==> config.mk <==
export PLATFORM = sky130hd
export DESIGN_NAME = ttce_ctrl
export DESIGN_NICKNAME = d
export VERILOG_FILES = /design/src/design/ttce_pkg.sv /design/src/design/ttce_ctrl.sv
export SDC_FILE = /design/constraint.sdc
export NUM_CORES = 1
export LEC_CHECK = 0
export BUFFER_PORTS_ARGS = -buffer_cell sky130_fd_sc_hd__buf_4
export CAP_MARGIN = 40
export CORE_AREA = 2 2 125 127
export DETAILED_ROUTE_END_ITERATION = 16
export DIE_AREA = 0 0 127 129
export GPL_TIMING_DRIVEN = 1
export PLACE_DENSITY = 0.64
export SYNTH_ARGS = -nofsm -noshare
export SYNTH_HDL_FRONTEND = slang
export SYNTH_SLANG_ARGS = --single-unit
==> constraint.sdc <==
create_clock -name clock -period 3.1 [get_ports clock]
set_clock_uncertainty 0.2 [all_clocks]
set_input_delay 0.465 -clock clock [delete_from_list [all_inputs] [get_ports clock]]
set_output_delay 0.465 -clock clock [all_outputs]
set_load 0.005 [all_outputs]
==> src/design/ttce_pkg.sv <==
package ttce_pkg;

   localparam int COL_W    = 7;
   localparam int ROW_W    = 5;
   localparam int LINEAR_W = 11;
   localparam int CELL_W   = 16;
   localparam int CHAR_W   = 8;
   localparam int COLOR_W  = 8;

   localparam logic [CHAR_W-1:0]  CH_NEWLINE   = 8'd10;
   localparam logic [CHAR_W-1:0]  CH_RETURN    = 8'd13;
   localparam logic [CHAR_W-1:0]  CH_BACKSPACE = 8'd8;
   localparam logic [CHAR_W-1:0]  CH_TAB       = 8'd9;
   localparam logic [CHAR_W-1:0]  CH_SPACE     = 8'd32;
   localparam logic [COLOR_W-1:0] RESET_COLOR  = 8'h07;

   typedef enum logic [1:0] {
      REQ_PUT   = 2'd0,
      REQ_MOVE  = 2'd1,
      REQ_CLEAR = 2'd2,
      REQ_READ  = 2'd3
   } req_kind_type;

   typedef enum logic [3:0] {
      ST_INIT,
      ST_IDLE,
      ST_DECODE,
      ST_PRINT,
      ST_BLANK_CELL,
      ST_SCROLL,
      ST_SCROLL_BLANK,
      ST_FILL,
      ST_RD_WAIT,
      ST_DONE
   } state_type;

   typedef struct packed {
      logic                valid;
      logic [COL_W-1:0]    cursor_col;
      logic [ROW_W-1:0]    cursor_row;
      logic [LINEAR_W-1:0] cursor_linear;
      logic [CELL_W-1:0]   cell_data;
   } result_type;

endpackage

==> src/design/ttce_ctrl.sv <==
module ttce_ctrl #(
   parameter int COLUMNS   = 80,
   parameter int ROWS      = 25,
   parameter int TAB_WIDTH = 4,
   parameter int AW        = 11
) (
   input  logic                          clock,
   input  logic                          reset,
   input  logic                          req_valid,
   output logic                          req_stall,
   input  logic [1:0]                    req_type,
   input  logic [ttce_pkg::CHAR_W-1:0]   req_char_code,
   input  logic [ttce_pkg::COL_W-1:0]    req_target_col,
   input  logic [ttce_pkg::ROW_W-1:0]    req_target_row,
   input  logic                          csr_wr_en,
   input  logic [ttce_pkg::COLOR_W-1:0]  csr_wr_data,
   input  logic                          out_free,
   output ttce_pkg::result_type          result,
   output logic                          wr_en,
   output logic [AW-1:0]                 wr_addr,
   output logic [ttce_pkg::CELL_W-1:0]   wr_data,
   output logic [AW-1:0]                 rd_addr,
   input  logic [ttce_pkg::CELL_W-1:0]   rd_data
);
   import ttce_pkg::*;

   localparam int CELLS = COLUMNS * ROWS;
   localparam int TW    = $clog2(TAB_WIDTH + 1);
   localparam logic [AW-1:0] CNT_LAST    = AW'(CELLS - 1);
   localparam logic [AW-1:0] COPY_LAST   = AW'(CELLS - COLUMNS - 1);
   localparam logic [AW-1:0] BOTTOM_ROW  = AW'(CELLS - COLUMNS);
   localparam logic [AW-1:0] ROW_STRIDE  = AW'(COLUMNS);

   state_type          state_ff, state_in;
   req_kind_type       kind_ff, kind_in;
   logic [CHAR_W-1:0]  char_ff, char_in;
   logic [COL_W-1:0]   tcol_ff, tcol_in;
   logic [ROW_W-1:0]   trow_ff, trow_in;
   logic [COL_W-1:0]   col_ff, col_in;
   logic [ROW_W-1:0]   row_ff, row_in;
   logic [COLOR_W-1:0] color_ff, color_in;
   logic [AW-1:0]      cnt_ff, cnt_in;
   logic [TW-1:0]      tab_ff, tab_in;
   logic               pend_valid_ff, pend_valid_in;
   logic [AW-1:0]      pend_addr_ff, pend_addr_in;
   logic [CELL_W-1:0]  data_ff, data_in;

   logic              in_range, col_last, row_last, cnt_last;
   logic [AW-1:0]     cur_addr, target_addr;
   logic [CELL_W-1:0] blank;

   // cursor/target address unit
   assign cur_addr    = AW'(int'(row_ff) * COLUMNS + int'(col_ff));
   assign target_addr = AW'(int'(trow_ff) * COLUMNS + int'(tcol_ff));
   assign in_range    = ({1'b0, tcol_ff} < 8'(COLUMNS)) && ({1'b0, trow_ff} < 6'(ROWS));
   assign col_last    = (col_ff == COL_W'(COLUMNS - 1));
   assign row_last    = (row_ff == ROW_W'(ROWS - 1));
   assign cnt_last    = (cnt_ff == CNT_LAST);
   assign blank       = {color_ff, CH_SPACE};
   assign req_stall   = (state_ff != ST_IDLE);

   always_comb begin : next_state
      state_in = state_ff;
      case (state_ff)
         ST_INIT: begin
            if (cnt_last) state_in = ST_IDLE;
         end
         ST_IDLE: begin
            if (req_valid) state_in = ST_DECODE;
         end
         ST_DECODE: begin
            case (kind_ff)
               REQ_PUT: begin
                  if (char_ff == CH_NEWLINE) begin
                     state_in = row_last ? ST_SCROLL : ST_DONE;
                  end else if (char_ff == CH_RETURN) begin
                     state_in = ST_DONE;
                  end else if (char_ff == CH_BACKSPACE) begin
                     state_in = (col_ff != '0 || row_ff != '0) ? ST_BLANK_CELL : ST_DONE;
                  end else begin
                     state_in = ST_PRINT;
                  end
               end
               REQ_MOVE:  state_in = ST_DONE;
               REQ_CLEAR: state_in = ST_FILL;
               REQ_READ:  state_in = ST_RD_WAIT;
               default:   state_in = ST_DONE;
            endcase
         end
         ST_PRINT: begin
            if (col_last && row_last) state_in = ST_SCROLL;
            else if (tab_ff != TW'(1)) state_in = ST_PRINT;
            else state_in = ST_DONE;
         end
         ST_SCROLL: begin
            if (cnt_ff == COPY_LAST) state_in = ST_SCROLL_BLANK;
         end
         ST_SCROLL_BLANK: begin
            if (!pend_valid_ff && cnt_last) begin
               state_in = (tab_ff != '0) ? ST_PRINT : ST_DONE;
            end
         end
         ST_FILL: begin
            if (cnt_last) state_in = ST_DONE;
         end
         ST_RD_WAIT:    state_in = ST_DONE;
         ST_BLANK_CELL: state_in = ST_DONE;
         ST_DONE: begin
            if (out_free) state_in = ST_IDLE;
         end
         default: state_in = ST_INIT;
      endcase
   end

   always_comb begin : datapath
      kind_in       = kind_ff;
      char_in       = char_ff;
      tcol_in       = tcol_ff;
      trow_in       = trow_ff;
      col_in        = col_ff;
      row_in        = row_ff;
      color_in      = csr_wr_en ? csr_wr_data : color_ff;
      cnt_in        = cnt_ff;
      tab_in        = tab_ff;
      pend_valid_in = 1'b0;
      pend_addr_in  = pend_addr_ff;
      data_in       = data_ff;
      rd_addr       = target_addr;
      wr_en         = 1'b0;
      wr_addr       = cur_addr;
      wr_data       = blank;
      result.valid  = 1'b0;

      // copy write lands in the cycle after its scroll read
      if (pend_valid_ff) begin
         wr_en   = 1'b1;
         wr_addr = pend_addr_ff;
         wr_data = rd_data;
      end

      case (state_ff)
         ST_INIT, ST_FILL: begin
            wr_en   = 1'b1;
            wr_addr = cnt_ff;
            wr_data = (state_ff == ST_INIT) ? {RESET_COLOR, CH_SPACE} : blank;
            cnt_in  = cnt_last ? '0 : cnt_ff + 1'b1;
         end
         ST_IDLE: begin
            if (req_valid) begin
               kind_in = req_kind_type'(req_type);
               char_in = req_char_code;
               tcol_in = req_target_col;
               trow_in = req_target_row;
            end
         end
         ST_DECODE: begin
            data_in = '0;
            tab_in  = '0;
            cnt_in  = '0;
            case (kind_ff)
               REQ_PUT: begin
                  if (char_ff == CH_NEWLINE) begin
                     col_in = '0;
                     if (!row_last) row_in = row_ff + 1'b1;
                  end else if (char_ff == CH_RETURN) begin
                     col_in = '0;
                  end else if (char_ff == CH_BACKSPACE) begin
                     if (col_ff != '0) begin
                        col_in = col_ff - 1'b1;
                     end else if (row_ff != '0) begin
                        row_in = row_ff - 1'b1;
                        col_in = COL_W'(COLUMNS - 1);
                     end
                  end else if (char_ff == CH_TAB) begin
                     tab_in  = TW'(TAB_WIDTH);
                     char_in = CH_SPACE;
                  end else begin
                     tab_in = TW'(1);
                  end
               end
               REQ_MOVE: begin
                  if (in_range) begin
                     col_in = tcol_ff;
                     row_in = trow_ff;
                  end
               end
               REQ_CLEAR: begin
                  col_in = '0;
                  row_in = '0;
               end
               default: begin
               end
            endcase
         end
         ST_PRINT: begin
            wr_en   = 1'b1;
            wr_addr = cur_addr;
            wr_data = {color_ff, char_ff};
            tab_in  = tab_ff - 1'b1;
            cnt_in  = '0;
            if (col_last) begin
               col_in = '0;
               if (!row_last) row_in = row_ff + 1'b1;
            end else begin
               col_in = col_ff + 1'b1;
            end
         end
         ST_SCROLL: begin
            rd_addr       = cnt_ff + ROW_STRIDE;
            pend_valid_in = 1'b1;
            pend_addr_in  = cnt_ff;
            cnt_in        = (cnt_ff == COPY_LAST) ? BOTTOM_ROW : cnt_ff + 1'b1;
         end
         ST_SCROLL_BLANK: begin
            if (!pend_valid_ff) begin
               wr_en   = 1'b1;
               wr_addr = cnt_ff;
               wr_data = blank;
               cnt_in  = cnt_last ? '0 : cnt_ff + 1'b1;
            end
         end
         ST_RD_WAIT: begin
            data_in = in_range ? rd_data : '0;
         end
         ST_BLANK_CELL: begin
            wr_en   = 1'b1;
            wr_addr = cur_addr;
            wr_data = blank;
         end
         ST_DONE: begin
            result.valid = out_free;
         end
         default: begin
         end
      endcase

      result.cursor_col    = col_ff;
      result.cursor_row    = row_ff;
      result.cursor_linear = LINEAR_W'(int'(row_ff) * COLUMNS + int'(col_ff));
      result.cell_data     = data_ff;
   end

   always_ff @(posedge clock) begin
      if (reset) begin
         state_ff      <= ST_INIT;
         col_ff        <= '0;
         row_ff        <= '0;
         color_ff      <= RESET_COLOR;
         cnt_ff        <= '0;
         tab_ff        <= '0;
         pend_valid_ff <= 1'b0;
      end else begin
         state_ff      <= state_in;
         col_ff        <= col_in;
         row_ff        <= row_in;
         color_ff      <= color_in;
         cnt_ff        <= cnt_in;
         tab_ff        <= tab_in;
         pend_valid_ff <= pend_valid_in;
      end
   end

   always_ff @(posedge clock) begin
      kind_ff      <= kind_in;
      char_ff      <= char_in;
      tcol_ff      <= tcol_in;
      trow_ff      <= trow_in;
      pend_addr_ff <= pend_addr_in;
      data_ff      <= data_in;
   end

endmodule

==> results_dict.tcl <==
set metrics [dict create \
    start_kind "flop" \
    io_buffers 130 \
    gp_congestion 0.933 \
    die_w_um 127 \
    synth_top_area_frac 0.249 \
    pin_count 131 \
    drc 0 \
    drt_iter0_drc 297 \
    intPower_w 0.00192 \
    yosys.area.top_type "edfxtp_1" \
    htree_levels 3 \
    ys.flop_type "edfxtp_1" \
    grt_max_degree 33 \
    violations "setup timing" \
    rr_worst_depth 10 \
    clkLatencyLatePin_ps 350 \
    worstHoldStart "req_target_col[0]" \
    synthCells 664 \
    slew-limit-headroom 0.571 \
    coreArea_um2 15000 \
    synth_edf_count 49 \
    swShare 0.221 \
    diodes 0 \
    p_seq_frac 0.503 \
    area_delta_synth_final_pct 34.2 \
    hold_viol 0 \
    arrival_ps 2650 \
    hp-class "in2reg" \
    yosysWarnings 0 \
    hold_depth 1 \
    r2r_start "row_ff[1]" \
    finalSetupViolations 5 \
    die_y_um 129 \
    yosysUniqueCellTypes 72 \
    routed_via_density 5.60 \
    grt_first_pass_wirelength_um 28000 \
    cap_violations 0 \
    clk_pin_slew_ps 70 \
    root_buffer "clkbuf_16" \
    yosys-top-cells-area "edfxtp_1 25%, dfxtp_1 13%, ha_1 7.0%, a21oi_1 4.0%, o21ai_0 3.7%" \
    cts.sink_count 88 \
    wl_per_cell_um 17.7 \
    start_util 0.394 \
    critPathMaxFanout 3 \
    grt_pass1_vias 5482 \
    min_period_over_period 1.07 \
    pwr-share-clk 0.457 \
    crit_type "reg2out" \
    ant_nets 0 \
    rows 45 \
    nFillCells 1395 \
    syn_area_um2 5900 \
    cts_tree "done" \
    r2r_end "state_ff[3]" \
    pwr_density_cell_nw_per_um2 312 \
    via_count 5660 \
    nNetsFinal 906 \
    async_flop_share 0 \
    worst_pin_slew_ps 641 \
    cp_data_required_time_ps 2430 \
    grt_overflow 0 \
    end_kind "output pin" \
    seq_area_frac_synth 0.382 \
    rrSetupSlack_ps 180 \
    syn_area_per_cell_um2 8.89 \
    synth_nets 752 \
    min_to "tcol_ff[0]" \
    setup_tns_ps -314 \
    setup_ws_ps -211 \
    routed_wl_um 17900 \
    cts_buffer_depth 2 \
    drive_gt1_frac 0.312 \
    cts_buffers 9 \
    fmax_mhz 302 \
    combPwrFrac 0.039 \
    antenna_found_initial 0 \
    synth_seq_cells 88 \
    leakage_nw 3.35 \
    finalCriticalPeriod_ps 3310 \
    maxSlewViolCount 0 \
    p_switching_w 0.000546 \
    drt_pass1_iterations 5 \
    die_area_um2 16400 \
    ys_top_cells_by_count "55 x nand2_1, 53 x nor2_1, 49 x edfxtp_1" \
    rsz0062_at_grt "yes" \
    status "finished, violations left" \
    ir_drop_mv 0.252 \
    grt_usage 0.217 \
    synth.most_common_cell "nand2_1" \
    finalPower_w 0.00247 \
    place_hpwl_um 13400 \
]
-- state kept, by name, summed over array words and instances (netlist names) --
signal,flops
data_ff,16
cnt_ff,11
pend_addr_ff,11
char_ff,8
color_ff,8
col_ff,7
tcol_ff,7
row_ff,5
trow_ff,5
state_ff,4
tab_ff,3
kind_ff,2
pend_valid_ff,1
-- area by class of cell --
type / count / area, µm² / area share
clock buffers: 10 / 229 / 0.0289
well taps: 188 / 235 / 0.0297
multi-input cells: 498 / 3590 / 0.453
inverters: 34 / 128 / 0.0161
clock inverters: 6 / 67.6 / 0.00853
flip-flops and latches: 88 / 2260 / 0.285
repair buffers: 187 / 1420 / 0.179
-- logic make-up after synthesis --
family / after synthesis / synth area share
simple gates: 245 / 0.218
compound gates: 178 / 0.205
xor+xnor: 30 / 0.0445
mux: 8 / 0.0138
fa+ha+maj: 37 / 0.0835
flops: 88 / 0.382
buf+inv: 78 / 0.0543
-- critical path, cell delays in order (launching register included) --
cell,delay [ps]
edfxtp_1,500
ha_4,210
ha_4,160
fa_2,560
o2111ai_2,130
xnor2_1,190
xnor2_1,140
buf_4,150
nor2_2,40
a21oi_2,100
buf_4,120
-- metal layers --
metal,track usage,vias to the layer above,share of wire
li1,-,2711,-
met1,0.282,2690,0.45
met2,0.361,230,0.47
met3,0.0345,29,0.061
met4,0.0911,0,0.024
met5,0,-,0
-- cell usage in the layout, fill, tap and decap left out, drive strengths merged, types with 5 or more instances in the layout --
cell type and n:
o21ai 46, nand2 55, a222oi 7, nor2 53, ha 33, xor2 12, nand2b 8, edfxtp 49
and3 9, a211oi 8, nand4 5, o31ai 5, buf 187, nor3b 5, clkbuf 10, nand3 22
inv 36, a21o 9, a22o 14, dfxtp 39, xnor2 18, and2 19, mux2i 7, nor2b 18
nor3 18, a21oi 48, or3 5
-- power by group through the flow --
| stage | Sequential (W) | Combinational (W) | Clock (W) |
|---|---|---|---|
| after floorplan | 0.00127 | 0.0000321 | 0 |
| after global placement | 0.00127 | 0.0000946 | 0 |
| after detailed placement | 0.00127 | 0.0000965 | 0 |
| after CTS | 0.00124 | 0.0000970 | 0.00114 |
| after global routing | 0.00124 | 0.000105 | 0.00120 |
| final | 0.00124 | 0.0000966 | 0.00113 |
-- stage by stage --
stage	cell area (µm²)	util	setup WS (ps)	cells	hold WS [ps]
finish	7920	0.529	-211	1011	78.9
global route	7920	0.529	-292	1011	70.5
CTS	7790	0.520	-326	1009	71.6
detailed placement	7330	0.489	-29.5	989	282
global placement	7330	0.489	67.2	989	272
floorplan	5900	-	235	664	206
-- worst max-delay path by stage --
| stage | end | startpoint | depth (start not counted) |
|---|---|---|---|
| 2_1_floorplan | wr_addr[10] | row_ff[3] | 8 |
| 3_3_place_gp | rd_addr[10] | trow_ff[1] | 11 |
| 3_5_place_dp | rd_addr[10] | trow_ff[1] | 11 |
| 4_1_cts | rd_addr[10] | trow_ff[3] | 11 |
| 5_1_grt | rd_addr[10] | trow_ff[2] | 11 |
| 6_report | rd_addr[10] | trow_ff[2] | 10 |
-- what timing repair did --
| action | 4_1_cts | 5_1_grt |
|---|---|---|
| hold buffers | 0 | 0 |
| buffers inserted | 4 | 3 |
| pin swaps | 18 | 15 |
| gates resized for setup | 35 | 19 |
| setup endpoints to repair | 10 | 14 |
| cloned | 0 | 0 |
(Power assumes the default switching activity.)
